==> src/hw/rtl/mrme_pkg.sv <==
`timescale 1ns / 1ps
// ----------------------------------------------------------------------------
// mrme_pkg
// Shared types and constants of the memory region map engine.
// ----------------------------------------------------------------------------
package mrme_pkg;

    localparam int MRME_MAX_REGIONS = 256;

    localparam int S_TDATA_W = 208;
    localparam int M_TDATA_W = 176;

    localparam logic [31:0] USABLE_TYPE      = 32'd1;
    localparam logic [63:0] BUMP_RESET       = 64'h0000_0000_0010_0000;
    localparam logic [4:0]  PAGE_SHIFT_RESET = 5'd12;
    localparam logic [31:0] LOW_FLOOR_RESET  = 32'h0010_0000;

    // Command codes.
    localparam logic [2:0] CMD_ADD   = 3'd0;
    localparam logic [2:0] CMD_SAN   = 3'd1;
    localparam logic [2:0] CMD_CARVE = 3'd2;
    localparam logic [2:0] CMD_BUMP  = 3'd3;
    localparam logic [2:0] CMD_READ  = 3'd4;

    // Status codes.
    localparam logic [1:0] STS_OK     = 2'd0;
    localparam logic [1:0] STS_FULL   = 2'd1;
    localparam logic [1:0] STS_INSIDE = 2'd2;
    localparam logic [1:0] STS_NOMEM  = 2'd3;

    // Configuration register indexes.
    localparam logic CFG_PAGE_SHIFT = 1'b0;
    localparam logic CFG_LOW_FLOOR  = 1'b1;

    typedef struct packed {
        logic [31:0] rtype;
        logic [63:0] len;
        logic [63:0] base;
    } entry_t;

    typedef enum logic [5:0] {
        OP_NONE, OP_LOAD, OP_ADD, OP_RD_ISSUE, OP_RD_TAKE,
        OP_B_INIT, OP_B_DIV, OP_B_ALIGN, OP_B_COMMIT, OP_C_INIT,
        OP_SC_RD, OP_SC_SUM, OP_SC_CHK, OP_C_CUT, OP_C_APP1, OP_C_APP2,
        OP_DR_RD, OP_DR_WR, OP_SA_I, OP_SA_TI, OP_SA_J, OP_SA_J1, OP_SA_J2,
        OP_FIT1, OP_FIT2, OP_FIT3, OP_FIT4,
        OP_SO_P, OP_SO_M0, OP_SO_K, OP_SO_K1, OP_SO_SW1, OP_SO_SW2, OP_OUT
    } dp_op_t;

    typedef struct packed {
        dp_op_t op;
    } mrme_cmd_t;

    typedef struct packed {
        logic [2:0] cmd;
        logic       i_lt_cnt;
        logic       j_lt_cnt;
        logic       j1_lt_cnt;
        logic       j_eq_i;
        logic       p_more;
        logic       div_last;
        logic       b_wrap1;
        logic       b_wrap2;
        logic       c_wrap;
        logic       match;
        logic       cut_zero;
        logic       full;
        logic       rd_usable;
        logic       trim_err;
        logic       keep;
        logic       out_free;
    } mrme_sts_t;

endpackage

==> src/hw/rtl/mrme_ctrl.sv <==
`timescale 1ns / 1ps
// ----------------------------------------------------------------------------
// mrme_ctrl
// Controller: sequences the datapath through each command.
// ----------------------------------------------------------------------------
module mrme_ctrl
    import mrme_pkg::*;
(
    input  logic      aclk,
    input  logic      aresetn,
    input  logic      s_tvalid,
    output logic      s_tready,
    input  mrme_sts_t sts,
    output mrme_cmd_t cmd
);

    localparam int NST = 34;

    typedef enum logic [NST-1:0] {
        ST_IDLE    = NST'(1) << 0,  ST_DISP    = NST'(1) << 1,
        ST_ADD     = NST'(1) << 2,  ST_RD0     = NST'(1) << 3,
        ST_RD1     = NST'(1) << 4,  ST_BINIT   = NST'(1) << 5,
        ST_BDIV    = NST'(1) << 6,  ST_BALIGN  = NST'(1) << 7,
        ST_CINIT   = NST'(1) << 8,  ST_SC_RD   = NST'(1) << 9,
        ST_SC_SUM  = NST'(1) << 10, ST_SC_CHK  = NST'(1) << 11,
        ST_BCOMMIT = NST'(1) << 12, ST_CCUT    = NST'(1) << 13,
        ST_CAPP1   = NST'(1) << 14, ST_CAPP2   = NST'(1) << 15,
        ST_DR_RD   = NST'(1) << 16, ST_DR_WR   = NST'(1) << 17,
        ST_SA_I    = NST'(1) << 18, ST_SA_TI   = NST'(1) << 19,
        ST_SA_J    = NST'(1) << 20, ST_SA_J1   = NST'(1) << 21,
        ST_SA_J2   = NST'(1) << 22, ST_FIT1    = NST'(1) << 23,
        ST_FIT2    = NST'(1) << 24, ST_FIT3    = NST'(1) << 25,
        ST_FIT4    = NST'(1) << 26, ST_SO_P    = NST'(1) << 27,
        ST_SO_M0   = NST'(1) << 28, ST_SO_K    = NST'(1) << 29,
        ST_SO_K1   = NST'(1) << 30, ST_SO_SW1  = NST'(1) << 31,
        ST_SO_SW2  = NST'(1) << 32, ST_DONE    = NST'(1) << 33
    } state_t;

    state_t state_reg, state_next;

    assign s_tready = state_reg == ST_IDLE;

    always_comb begin
        state_next = state_reg;
        cmd.op     = OP_NONE;
        unique case (state_reg)
            ST_IDLE: begin
                if (s_tvalid) begin
                    cmd.op     = OP_LOAD;
                    state_next = ST_DISP;
                end
            end
            ST_DISP: begin
                unique case (sts.cmd)
                    CMD_ADD:   state_next = ST_ADD;
                    CMD_SAN:   state_next = ST_SA_I;
                    CMD_CARVE: state_next = ST_CINIT;
                    CMD_BUMP:  state_next = ST_BINIT;
                    CMD_READ:  state_next = ST_RD0;
                    default:   state_next = ST_DONE;
                endcase
            end
            ST_ADD: begin
                cmd.op = OP_ADD;
                state_next = ST_DONE;
            end
            ST_RD0: begin
                cmd.op = OP_RD_ISSUE;
                state_next = ST_RD1;
            end
            ST_RD1: begin
                cmd.op = OP_RD_TAKE;
                state_next = ST_DONE;
            end
            ST_BINIT: begin
                cmd.op = OP_B_INIT;
                state_next = sts.b_wrap1 ? ST_DONE : ST_BDIV;
            end
            ST_BDIV: begin
                cmd.op = OP_B_DIV;
                if (sts.div_last) begin
                    state_next = ST_BALIGN;
                end
            end
            ST_BALIGN: begin
                cmd.op = OP_B_ALIGN;
                state_next = sts.b_wrap2 ? ST_DONE : ST_SC_RD;
            end
            ST_CINIT: begin
                cmd.op = OP_C_INIT;
                state_next = sts.c_wrap ? ST_DONE : ST_SC_RD;
            end
            ST_SC_RD: begin
                cmd.op = OP_SC_RD;
                state_next = sts.i_lt_cnt ? ST_SC_SUM : ST_DONE;
            end
            ST_SC_SUM: begin
                cmd.op = OP_SC_SUM;
                state_next = ST_SC_CHK;
            end
            ST_SC_CHK: begin
                cmd.op = OP_SC_CHK;
                if (!sts.match) begin
                    state_next = ST_SC_RD;
                end else if (sts.cmd == CMD_BUMP) begin
                    state_next = ST_BCOMMIT;
                end else begin
                    state_next = ST_CCUT;
                end
            end
            ST_BCOMMIT: begin
                cmd.op = OP_B_COMMIT;
                state_next = ST_DONE;
            end
            ST_CCUT: begin
                cmd.op = OP_C_CUT;
                state_next = sts.cut_zero ? ST_DR_RD : ST_CAPP1;
            end
            ST_CAPP1: begin
                cmd.op = OP_C_APP1;
                state_next = sts.full ? ST_DONE : ST_CAPP2;
            end
            ST_CAPP2: begin
                cmd.op = OP_C_APP2;
                state_next = ST_DONE;
            end
            ST_DR_RD: begin
                cmd.op = OP_DR_RD;
                if (sts.j1_lt_cnt) begin
                    state_next = ST_DR_WR;
                end else if (sts.cmd == CMD_CARVE) begin
                    state_next = ST_CAPP1;
                end else begin
                    state_next = ST_SA_I;
                end
            end
            ST_DR_WR: begin
                cmd.op = OP_DR_WR;
                state_next = ST_DR_RD;
            end
            ST_SA_I: begin
                cmd.op = OP_SA_I;
                state_next = sts.i_lt_cnt ? ST_SA_TI : ST_SO_P;
            end
            ST_SA_TI: begin
                cmd.op = OP_SA_TI;
                state_next = sts.rd_usable ? ST_SA_J : ST_SA_I;
            end
            ST_SA_J: begin
                cmd.op = OP_SA_J;
                if (!sts.j_lt_cnt) begin
                    cmd.op     = OP_NONE;
                    state_next = ST_FIT1;
                end else if (!sts.j_eq_i) begin
                    state_next = ST_SA_J1;
                end
            end
            ST_SA_J1: begin
                cmd.op = OP_SA_J1;
                state_next = ST_SA_J2;
            end
            ST_SA_J2: begin
                cmd.op = OP_SA_J2;
                state_next = sts.trim_err ? ST_DONE : ST_SA_J;
            end
            ST_FIT1: begin
                cmd.op = OP_FIT1;
                state_next = ST_FIT2;
            end
            ST_FIT2: begin
                cmd.op = OP_FIT2;
                state_next = ST_FIT3;
            end
            ST_FIT3: begin
                cmd.op = OP_FIT3;
                state_next = ST_FIT4;
            end
            ST_FIT4: begin
                cmd.op = OP_FIT4;
                state_next = sts.keep ? ST_SA_I : ST_DR_RD;
            end
            ST_SO_P: begin
                cmd.op = OP_SO_P;
                state_next = sts.p_more ? ST_SO_M0 : ST_DONE;
            end
            ST_SO_M0: begin
                cmd.op = OP_SO_M0;
                state_next = ST_SO_K;
            end
            ST_SO_K: begin
                cmd.op = OP_SO_K;
                state_next = sts.j_lt_cnt ? ST_SO_K1 : ST_SO_SW1;
            end
            ST_SO_K1: begin
                cmd.op = OP_SO_K1;
                state_next = ST_SO_K;
            end
            ST_SO_SW1: begin
                cmd.op = OP_SO_SW1;
                state_next = ST_SO_SW2;
            end
            ST_SO_SW2: begin
                cmd.op = OP_SO_SW2;
                state_next = ST_SO_P;
            end
            ST_DONE: begin
                cmd.op = OP_OUT;
                if (sts.out_free) begin
                    state_next = ST_IDLE;
                end
            end
            default: state_next = ST_IDLE;
        endcase
    end

    always_ff @(posedge aclk) begin
        if (!aresetn) begin
            state_reg <= ST_IDLE;
        end else begin
            state_reg <= state_next;
        end
    end

endmodule

==> config.mk <==
export PLATFORM = sky130hd
export DESIGN_NAME = mrme_ctrl
export DESIGN_NICKNAME = d
export VERILOG_FILES = /design/src/hw/rtl/mrme_pkg.sv /design/src/hw/rtl/mrme_ctrl.sv
export SDC_FILE = /design/constraint.sdc
export NUM_CORES = 1
export LEC_CHECK = 0
export BUFFER_PORTS_ARGS = -buffer_cell sky130_fd_sc_hd__buf_2
export CORE_MARGIN = 3
export CORE_UTILIZATION = 50
export DETAILED_ROUTE_END_ITERATION = 12
export GPL_ROUTABILITY_DRIVEN = 0
export PLACE_DENSITY = 0.73
export SYNTH_ARGS = -nofsm -noshare
export SYNTH_HDL_FRONTEND = slang
export SYNTH_SLANG_ARGS = --single-unit
==> constraint.sdc <==
create_clock -name aclk -period 2 [get_ports aclk]
set_input_delay 0.2 -clock aclk [delete_from_list [all_inputs] [get_ports aclk]]
set_output_delay 0.2 -clock aclk [all_outputs]
set_load 0.01 [all_outputs]
# Word level (Yosys, flattened, before mapping)
# Index checks and enable logic that the tools add are counted.
# totals
register_bits,34
in_bits,22
out_inout_bits,7
elab_cells,73
# op_classes
n_eq_ne,42
mux,26
n_reduce_logical,4
# op_table
cell,n
34-bit case mux with 30 select lines,1
34-bit two-way mux,12
6-bit case mux with 33 select lines,1
34-bit case mux with 5 select lines,1
19-bit two-way mux,3
34-bit by 1-bit == test with 1-bit output (second input constant),1
34-bit by 10-bit == test with 1-bit output (second input constant),1
34-bit by 11-bit == test with 1-bit output (second input constant),1
34-bit by 12-bit == test with 1-bit output (second input constant),1
34-bit by 13-bit == test with 1-bit output (second input constant),1
34-bit by 14-bit == test with 1-bit output (second input constant),1
34-bit by 15-bit == test with 1-bit output (second input constant),1
34-bit by 16-bit == test with 1-bit output (second input constant),1
34-bit by 17-bit == test with 1-bit output (second input constant),1
34-bit by 18-bit == test with 1-bit output (second input constant),1
34-bit by 19-bit == test with 1-bit output (second input constant),1
34-bit by 2-bit == test with 1-bit output (second input constant),1
34-bit by 20-bit == test with 1-bit output (second input constant),1
34-bit by 21-bit == test with 1-bit output (second input constant),1
34-bit by 22-bit == test with 1-bit output (second input constant),1
34-bit by 23-bit == test with 1-bit output (second input constant),1
34-bit by 24-bit == test with 1-bit output (second input constant),1
34-bit by 25-bit == test with 1-bit output (second input constant),1
34-bit by 26-bit == test with 1-bit output (second input constant),1
other kinds (31),35

# Logic depth before layout (Yosys ltp)
# Gate-level depths: netlist (run 1).
# depth
ltp_word,4
ltp_mapped,9
ltp_nobuf,6

# Worst setup path after synthesis (run 1)
# Ideal clock, no wire load.
# synth_path
kind,register -> output
from,reg state_reg[9]
to,out cmd[0] (netlist bit)
arrival_time_ns,2.086
required_time_ns,1.800
slack_ns,-0.286
stages_incl_launch_ff,9
path_buffers,2
cell_sequence,dfxtp_1 -> buf_6 -> nor4_4 -> nand3_4 -> buf_6 -> nor4_1 -> a21oi_1 -> nand3_1 -> or3_1
# synth_lines
element,line,source
"start, declared",mrme_ctrl.sv:39,"state_t state_reg, state_next;"
"start signal, assigned",mrme_ctrl.sv:220,state_reg <= state_next;
"end, declared",mrme_ctrl.sv:14,output mrme_cmd_t cmd

==> results.json, run 1 <==
{
  "status": "finished, violations left",
  "violations": "DRC, setup timing",
  "hp-class": "input pin to register",
  "slowest_stage": "a2111oi_2",
  "dp_slack_ps": -275,
  "crit_cells": 9,
  "synthFlopType": "dfxtp_1",
  "wirelength_mm": 17.6,
  "setup_ws_ps": -904,
  "layout_common_cells": "buf_4, nor2_1, buf_2",
  "cts_tree": "done",
  "crit_type": "register to output port",
  "r2r_end": "state_reg[25]$_SDFFE_PN0P_",
  "p_per_area_mw_per_mm2": 804,
  "drive_above_1_share": 0.598,
  "path_cells": "nor4_4 > buf_4 > buf_4 > nand4_1 > a2111oi_2 > buf_4 > nor2_1 > nand4b_1 > buf_2",
  "synth_top_area_share": 0.268,
  "cts_made_buffers": 5,
  "num_antenna_cells": 0,
  "synth_edf_count": 0,
  "final.fill_count": 130,
  "root_buffer": "clkbuf_8",
  "portBuffers": 28,
  "htreeDepth": 2,
  "track_usage": 0.444,
  "vias": 4268,
  "endpoint": "cmd[2]",
  "stdcell_area_mm2": 0.00457,
  "synth_area_mm2": 0.00254,
  "max_stage_delay_ps": 410,
  "area_delta_synth_final_pct": 79.9,
  "period_share": 1.45,
  "cts_hold_buffers": 0,
  "worstPathRequired_ps": 1800,
  "core_area_mm2": 0.00482,
  "rrSetupSlack_ps": -630,
  "grt_max_degree": 14,
  "worst_pin_slew_ps": 1040,
  "finalMaxSlewViolations": 0,
  "synth_nets": 329,
  "drc": 3,
  "nets": 484,
  "cp_top_family": "simple AND/OR/NAND/NOR gates",
  "r2r-start": "state_reg[28]$_SDFFE_PN0P_",
  "hold_path_startpoint": "sts[4]",
  "finalHoldViolations": 0,
  "clk_latency_ps": 310,
  "yosysSeqAreaShare": 0.268,
  "cp-startpoint": "state_reg[28]$_SDFFE_PN0P_",
  "path_buf_inv": 4,
  "ys_types": 58,
  "period_minus_slack_ps": 2900,
  "largest_reg_flops": 34,
  "grt_pass1_vias": 3644,
  "p_leak_nw": 1.90,
  "worstPathArrival_ps": 2700,
  "max_slew_margin": 0.298,
  "drt-initial-drc-count": 1199,
  "totalPowerFinal_mw": 3.67,
  "end_kind": "output port",
  "ctsLongestPathBuffers": 2,
  "ys_async_sr_fraction": 0,
  "dieArea_mm2": 0.00597,
  "ys_seq_elements": 34,
  "grt_pass1_wl_mm": 20.4,
  "max_freq_ghz": 0.344,
  "start_util": 0.527,
  "layout.cells.non_filler": 530,
  "numPlacedInstances": 485,
  "finalSetupViolations": 40,
  "rows": 25,
  "ir_drop_uv": 722,
  "skew_ps": 7.81,
  "pin_count": 29,
  "syn_area_per_cell_um2": 8.27,
  "hpwlAfterDp_mm": 7.35,
  "rsz0062_at_grt": "true",
  "detail-route-antenna-nets": 0,
  "clock_sinks": 34,
  "maxCapViolations": 0,
  "routedWlPerCell_um": 33.3,
  "layout_commonest_cell": "buf_4",
  "finalSetupTns_ps": -18290,
  "synthTopCellsByArea": "dfxtp_1, nor4_1, nor2_1",
  "crit_top_cell": "buf_4",
  "worstRegToRegCells": 10,
  "die_h_um": 77.2,
  "yosys_warnings": 0,
  "critPathLaunchType": "register",
  "clkSlewWorstSetupHoldPaths_ps": 90,
  "yosys.area.top_type": "dfxtp_1",
  "antenna_found_initial": 0,
  "synthCells": 307,
  "gr-total-overflow": 0,
  "cp_max_fo": 5,
  "placed_area_mm2": 0.00347,
  "firstDrtPassIters": 13,
  "die_w_um": 77.2,
  "vias_per_cell": 8.05
}
## synthesized netlist by cell type (3+ instances only)
cell	number
nor4b_1	7
nand4_1	15
xnor2_1	7
nor2b_1	4
nor4_2	8
a2111oi_0	3
o211ai_1	3
nand2b_1	14
a21oi_1	4
xor2_1	5
and2_1	3
nor2_1	34
a31oi_1	3
buf_2	8
nor3_1	14
nand2_1	16
nand4b_1	5
nor3b_1	6
buf_6	4
and3_1	7
nor4_1	23
clkbuf_1	4
dfxtp_1	34
nand3_1	13
nor4_4	4
or3_1	7
inv_1	9
## what timing repair did
item                                    CTS  global route
gates resized for setup                  64            78
setup buffers                            19            19
endpoints found under the setup margin   33            41
gates cloned                              3             0
pin swaps                                18            31
## worst reg2reg max path, delay by kind of cell (launching register included)
kind | cells | cell delay (ps)
DFF | 1 | 350
buffers and inverters | 5 | 970
and+or+nand+nor | 5 | 1200
## report_power, final
| part | switching [mW] | leakage (nW) | internal (mW) | total [mW] |
|---|---|---|---|---|
| registers | 0.0324 | 0.283 | 0.704 | 0.736 |
| clock network | 0.329 | 0.0441 | 0.246 | 0.575 |
| logic | 1.28 | 1.58 | 1.08 | 2.36 |
| total | 1.64 | 1.90 | 2.03 | 3.67 |
## per-stage QoR
stage | hold slack [ps] | util
2_1_floorplan | 276 | -
3_3_place_gp | 413 | 0.719
3_5_place_dp | 408 | 0.719
4_1_cts | 97.5 | 0.845
5_1_grt | 78.7 | 0.948
6_report | 97.4 | 0.948
## how the worst min path moves through the flow
| stage | slack, ps | end | cells after the start |
|---|---|---|---|
| 2_1_floorplan | 280 | state_reg[15]$_SDFFE_PN0P_ | 1 |
| 3_3_place_gp | 410 | state_reg[15]$_SDFFE_PN0P_ | 2 |
| 3_5_place_dp | 410 | state_reg[15]$_SDFFE_PN0P_ | 2 |
| 4_1_cts | 100 | state_reg[15]$_SDFFE_PN0P_ | 2 |
| 5_1_grt | 80 | state_reg[15]$_SDFFE_PN0P_ | 2 |
| 6_report | 100 | state_reg[15]$_SDFFE_PN0P_ | 2 |
## logic make-up (layout without fill, tap and decap cells)
family | Yosys count | after routing | synth area share
simple gates | 198 | 198 | 0.521
compound gates | 37 | 37 | 0.114
flops | 34 | 34 | 0.268
buf+inv | 26 | 182 | 0.0557
xor+xnor | 12 | 12 | 0.0414
## final cells by class
class                      instances  area [um^2]  area share
sequential                        34          708       0.155
clock buffer                       5         68.8      0.0151
timing repair buffer             165         1330       0.290
tap                               67         83.8      0.0184
clock inverter                     3         21.3     0.00466
inverter                           9         33.8     0.00740
multi-input combinational        247         2320       0.509
## routing by layer
layer,track usage,share of wire,up-vias
met3,0.129,0.17,277
met4,0.311,0.13,2
met5,0,0.00085,-
li1,-,-,1496
met2,0.691,0.39,588
met1,0.521,0.32,1905
(Power assumes the default switching activity.)
==> inputs of run 2 (changes only) <==
- PLACE_DENSITY: 0.73 -> 0.7
- clock period: 2 -> 3 ns (I/O delays scaled with it)
==> run 2 against run 1 <==
  * The run now ends clean
  * Final area decreased by 36%
  * Cell count down 22%
  * Die area stayed put
  * Clock power down 37%
  * Via count shrank 38%
  * Setup slack improved by 990 ps
  * Total power shrank 60%
  * Sequential cell count is the same
  * Combinational power down 74%
  * Clock skew increased by 3.4 ps
==> results.json, run 2 (synthesis results as in run 1) <==
{
  "drt-initial-drc-count": 462,
  "path_cells": "nor4_4 > nand4_1 > buf_4 > nor4b_2 > nand3_1 > o2111ai_1 > nand4b_1 > buf_2",
  "stdcell_area_mm2": 0.00294,
  "p_leak_nw": 1.12,
  "worst_pin_slew_ps": 625,
  "period_minus_slack_ps": 2920,
  "drc": 0,
  "finalSetupTns_ps": 0,
  "worstPathRequired_ps": 2700,
  "status": "finished clean",
  "root_buffer": "clkbuf_8",
  "cp_max_fo": 6,
  "finalSetupViolations": 0,
  "rows": 25,
  "skew_ps": 11.2,
  "ir_drop_uv": 291,
  "nets": 366,
  "hpwlAfterDp_mm": 5.94,
  "grt_pass1_wl_mm": 12.2,
  "area_delta_synth_final_pct": 15.7,
  "clk_latency_ps": 290,
  "drive_above_1_share": 0.255,
  "vias_per_cell": 6.46,
  "portBuffers": 28,
  "dieArea_mm2": 0.00597,
  "antenna_found_initial": 0,
  "grt_max_degree": 23,
  "worstPathArrival_ps": 2620,
  "crit_type": "register to output port",
  "routedWlPerCell_um": 18.7,
  "layout_common_cells": "nor2_1, dfxtp_1, buf_2",
  "pin_count": 29,
  "grt_pass1_vias": 2372,
  "largest_reg_flops": 34,
  "firstDrtPassIters": 5,
  "max_stage_delay_ps": 440,
  "placed_area_mm2": 0.00277,
  "cts_hold_buffers": 0,
  "htreeDepth": 2,
  "gr-total-overflow": 0,
  "max_slew_margin": 0.579,
  "period_share": 0.972,
  "wirelength_mm": 7.71,
  "die_h_um": 77.2,
  "slowest_stage": "nor4_4",
  "end_kind": "output port",
  "p_per_area_mw_per_mm2": 501,
  "critPathLaunchType": "register",
  "setup_ws_ps": 82.5,
  "finalMaxSlewViolations": 0,
  "num_antenna_cells": 0,
  "clkSlewWorstSetupHoldPaths_ps": 80,
  "cts_tree": "done",
  "hp-class": "input pin to register",
  "finalHoldViolations": 0,
  "die_w_um": 77.2,
  "vias": 2660,
  "cts_made_buffers": 5,
  "max_freq_ghz": 0.343,
  "maxCapViolations": 0,
  "ctsLongestPathBuffers": 2,
  "track_usage": 0.258,
  "rsz0062_at_grt": "true",
  "core_area_mm2": 0.00482,
  "start_util": 0.527,
  "clock_sinks": 34,
  "detail-route-antenna-nets": 0,
  "dp_slack_ps": 282
}
## run 2: changes by cell type in the layout (fill, tap and decap cells not counted), sizes merged
| cell | before | now |
|---|---|---|
| buf | 164 | 47 |
| clkinv | 2 | 1 |
## run 2: report_power, final
part / internal, mW / leakage (nW) / switching [mW] / total (mW)
registers: 0.469 / 0.274 / 0.0208 / 0.490
clock network: 0.185 / 0.0472 / 0.179 / 0.364
logic: 0.246 / 0.802 / 0.371 / 0.616
## run 2: path summary, 6_finish.rpt
| path | start | end | slack, ps | depth (start not counted) |
|---|---|---|---|---|
| worst max-delay path | state_reg[28]$_SDFFE_PN0P_ | cmd[2] | 80 | 8 |
| worst min-delay path | sts[4] | state_reg[15]$_SDFFE_PN0P_ | 190 | 2 |
| worst max register to register | state_reg[28]$_SDFFE_PN0P_ | state_reg[33]$_SDFFE_PN0P_ | 490 | 7 |
| worst min register to register | state_reg[25]$_SDFFE_PN0P_ | state_reg[26]$_SDFFE_PN0P_ | 560 | 2 |
## run 2: final cells by class
cell class              count  area (um^2)
fillers                   465         1880
multi-input cells         247         1760
flip-flops and latches     34          681
repair buffers             47          283
well taps                  67         83.8
clock buffers               6         82.6
inverters                   9         33.8
clock inverters             2         12.5
## run 2: per-layer routing
layer  GRT usage  vias up  wire length (um)  part of all wire
met5           0        -                 0                 0
met4       0.101        0               231             0.030
met3      0.0622       23               669             0.087
li1            -     1262                 -                 -
met1       0.347     1216              3290              0.43
met2       0.394      159              3520              0.46
## run 2: worst max-delay path: cells and delay by family (launching register included)
| kind | cells | cell delay, ps |
|---|---|---|
| DFF | 1 | 390 |
| and+or+nand+nor | 5 | 1340 |
| AOI/OAI and AO/OA | 1 | 230 |
| buffers and inverters | 2 | 360 |
## run 2: through the flow
| stage | power (mW) | util | hold WS, ps | std cells |
|---|---|---|---|---|
| 3_5_place_dp | 1.08 | 0.574 | 499 | 400 |
| 4_1_cts | 1.45 | 0.596 | 186 | 408 |
| 3_3_place_gp | 1.08 | 0.574 | 503 | 400 |
| 2_1_floorplan | 0.885 | - | 376 | 307 |
| 5_1_grt | 1.54 | 0.609 | 200 | 412 |
| 6_report | 1.47 | 0.609 | 188 | 412 |
## run 2: what timing repair did
action                                 4_1_cts  5_1_grt
setup buffers                                0        4
pin swaps                                    0        2
gates resized for setup                      2        5
endpoints found under the hold margin        0        0
setup endpoints to repair                    2        5
cloned                                       0        0
==> inputs of run 3 (changes only) <==
--- a/constraint.sdc
+++ b/constraint.sdc
@@ -3,2 +3,2 @@
 set_output_delay 0.3 -clock aclk [all_outputs]
-set_load 0.01 [all_outputs]
+set_load 0.1 [all_outputs]
==> run 3 against run 2 <==
  * Register-to-register slack lost 30 ps
  * Non-clock buffer count grew 2
  * Combinational power grew 30%
  * Setup slack got worse by 22 ps
  * Global-route usage up 1.9 points
  * Hold slack gained 3.4 ps
  * Clock skew shrank 3.4 ps
  * Maximum frequency decreased by 0.75%
  * Core utilization is 2.6 points higher
  * Clock-buffer cell count up 1
  * Sequential cell count is the same
  * Critical endpoint is now cmd[1]
==> results.json, run 3 (synthesis results as in run 1) <==
{
  "max_slew_margin": 0.418,
  "routed-wl-met3_um": 817,
  "routedWlPerCell_um": 19.6,
  "num_antenna_cells": 0,
  "whs_endpoint": "state_reg[15]$_SDFFE_PN0P_",
  "placed_area_mm2": 0.00286,
  "track_usage": 0.277,
  "p_leak_nw": 1.16,
  "largest_reg_flops": 34,
  "stdcell_area_mm2": 0.00306,
  "worstPathArrival_ps": 2640,
  "multiInputGateArea_mm2": 0.00179,
  "period_minus_slack_ps": 2940,
  "seq_area_um2": 687,
  "hp-class": "input pin to register",
  "cts_tree": "done",
  "drt-initial-drc-count": 489,
  "ctsLongestPathBuffers": 2,
  "layout_commonest_cell": "nor2_1",
  "dieArea_mm2": 0.00597,
  "rrSetupSlack_ps": 460,
  "numPlacedInstances": 400,
  "layout.cells.non_filler": 414,
  "gr-total-overflow": 0,
  "clkSlewWorstSetupHoldPaths_ps": 70,
  "crit_top_cell": "or3_1",
  "pin_count": 29,
  "vias_per_cell": 6.73,
  "ir_drop_uv": 579,
  "r2r_end": "state_reg[4]$_SDFFE_PN0P_",
  "finalSetupTns_ps": 0,
  "worst_pin_slew_ps": 866,
  "status": "finished clean",
  "max_stage_delay_ps": 430,
  "antenna_found_initial": 0,
  "portBuffers": 28,
  "firstDrtPassIters": 6,
  "grt_max_degree": 16,
  "holdWs_ps": 192,
  "end_kind": "output port",
  "slowest_stage": "or3_1",
  "crit_type": "register to output port",
  "detail-route-antenna-nets": 0,
  "nets": 368,
  "maxCapViolations": 0,
  "core_area_mm2": 0.00482,
  "top_layer_used": "met4",
  "die_w_um": 77.2,
  "layout_common_cells": "nor2_1, dfxtp_1, buf_2",
  "die_h_um": 77.2,
  "period_share": 0.980,
  "hpwlAfterDp_mm": 5.99,
  "area_delta_synth_final_pct": 20.6,
  "final.fill_count": 422,
  "finalHoldViolations": 0,
  "worstPathRequired_ps": 2700,
  "clk_latency_ps": 290,
  "cts_hold_buffers": 0,
  "critPathLaunchType": "register",
  "setup_ws_ps": 60.5,
  "cp_max_fo": 7,
  "finalMaxSlewViolations": 0,
  "utilization": 0.635,
  "start_util": 0.527,
  "skew_ps": 7.81,
  "clock_sinks": 34,
  "hold_path_startpoint": "sts[4]",
  "r2r-start": "state_reg[14]$_SDFFE_PN0P_",
  "vias": 2785,
  "wl_met2_mm": 3.58,
  "drc": 0,
  "p_per_area_mw_per_mm2": 538,
  "worstRegToRegCells": 9,
  "drive_above_1_share": 0.280,
  "min_path_cells": 2,
  "max_freq_ghz": 0.340,
  "wl_met1_mm": 3.42,
  "rsz0062_at_grt": "true",
  "cts_made_buffers": 5,
  "grt_pass1_wl_mm": 13.0,
  "root_buffer": "clkbuf_8",
  "wirelength_mm": 8.13,
  "rows": 25,
  "finalSetupViolations": 0,
  "htreeDepth": 2,
  "totalPowerFinal_mw": 1.65,
  "path_cells": "nor4_4 > nand4_2 > or3_1 > or3_1 > o211ai_1 > clkbuf_16",
  "grt_pass1_vias": 2516,
  "dp_slack_ps": 354
}
[run 3: cell types whose count changed in the layout (fill, tap and decap cells not counted), sizes merged]
cell / previous run / this run
buf: 47 / 48
clkbuf: 6 / 8
clkinvlp: 1 / 0
[run 3: worst max-delay path by stage]
| stage | startpoint | to | slack (ps) | cells past startpoint |
|---|---|---|---|---|
| after CTS | state_reg[16]$_SDFFE_PN0P_ | cmd[2] | 40 | 7 |
| after floorplan | state_reg[9]$_SDFFE_PN0P_ | cmd[1] | -580 | 7 |
| after global routing | state_reg[2]$_SDFFE_PN0P_ | cmd[2] | -40 | 8 |
| after global placement | state_reg[6]$_SDFFE_PN0P_ | cmd[0] | 300 | 8 |
| final | state_reg[31]$_SDFFE_PN0P_ | cmd[1] | 60 | 6 |
| after detailed placement | state_reg[16]$_SDFFE_PN0P_ | cmd[2] | 350 | 7 |
[run 3: cell type report]
cell class,count,area share
multi-input cells,247,0.584
flip-flops and latches,34,0.224
repair buffers,49,0.123
clock buffers,7,0.0282
well taps,67,0.0274
inverters,9,0.0110
clock inverters,1,0.00164
[run 3: where the power goes]
part | switching (mW) | total, mW | internal [mW] | leakage (nW)
logic | 0.536 | 0.798 | 0.262 | 0.839
clock network | 0.172 | 0.357 | 0.185 | 0.0482
registers | 0.0233 | 0.492 | 0.469 | 0.277
total | 0.732 | 1.65 | 0.916 | 1.16
[run 3: layer usage]
layer,GRT usage,vias to the layer above
met5,0,-
met4,0.128,0
met1,0.384,1298
li1,-,1262
met2,0.405,184
met3,0.0622,41
[run 3: critical path, delay by kind of cell, from the launching register on]
kind | cells | cell delay, ps
AO/OA/AOI/OAI | 1 | 320
buffers and inverters | 1 | 270
flip-flops | 1 | 380
AND/OR/NAND/NOR | 4 | 1380
[run 3: repair_timing]
item                                    in CTS  in global routing
endpoints found under the setup margin       0                  6
gates resized for setup                      0                 16
setup buffers                                0                  6
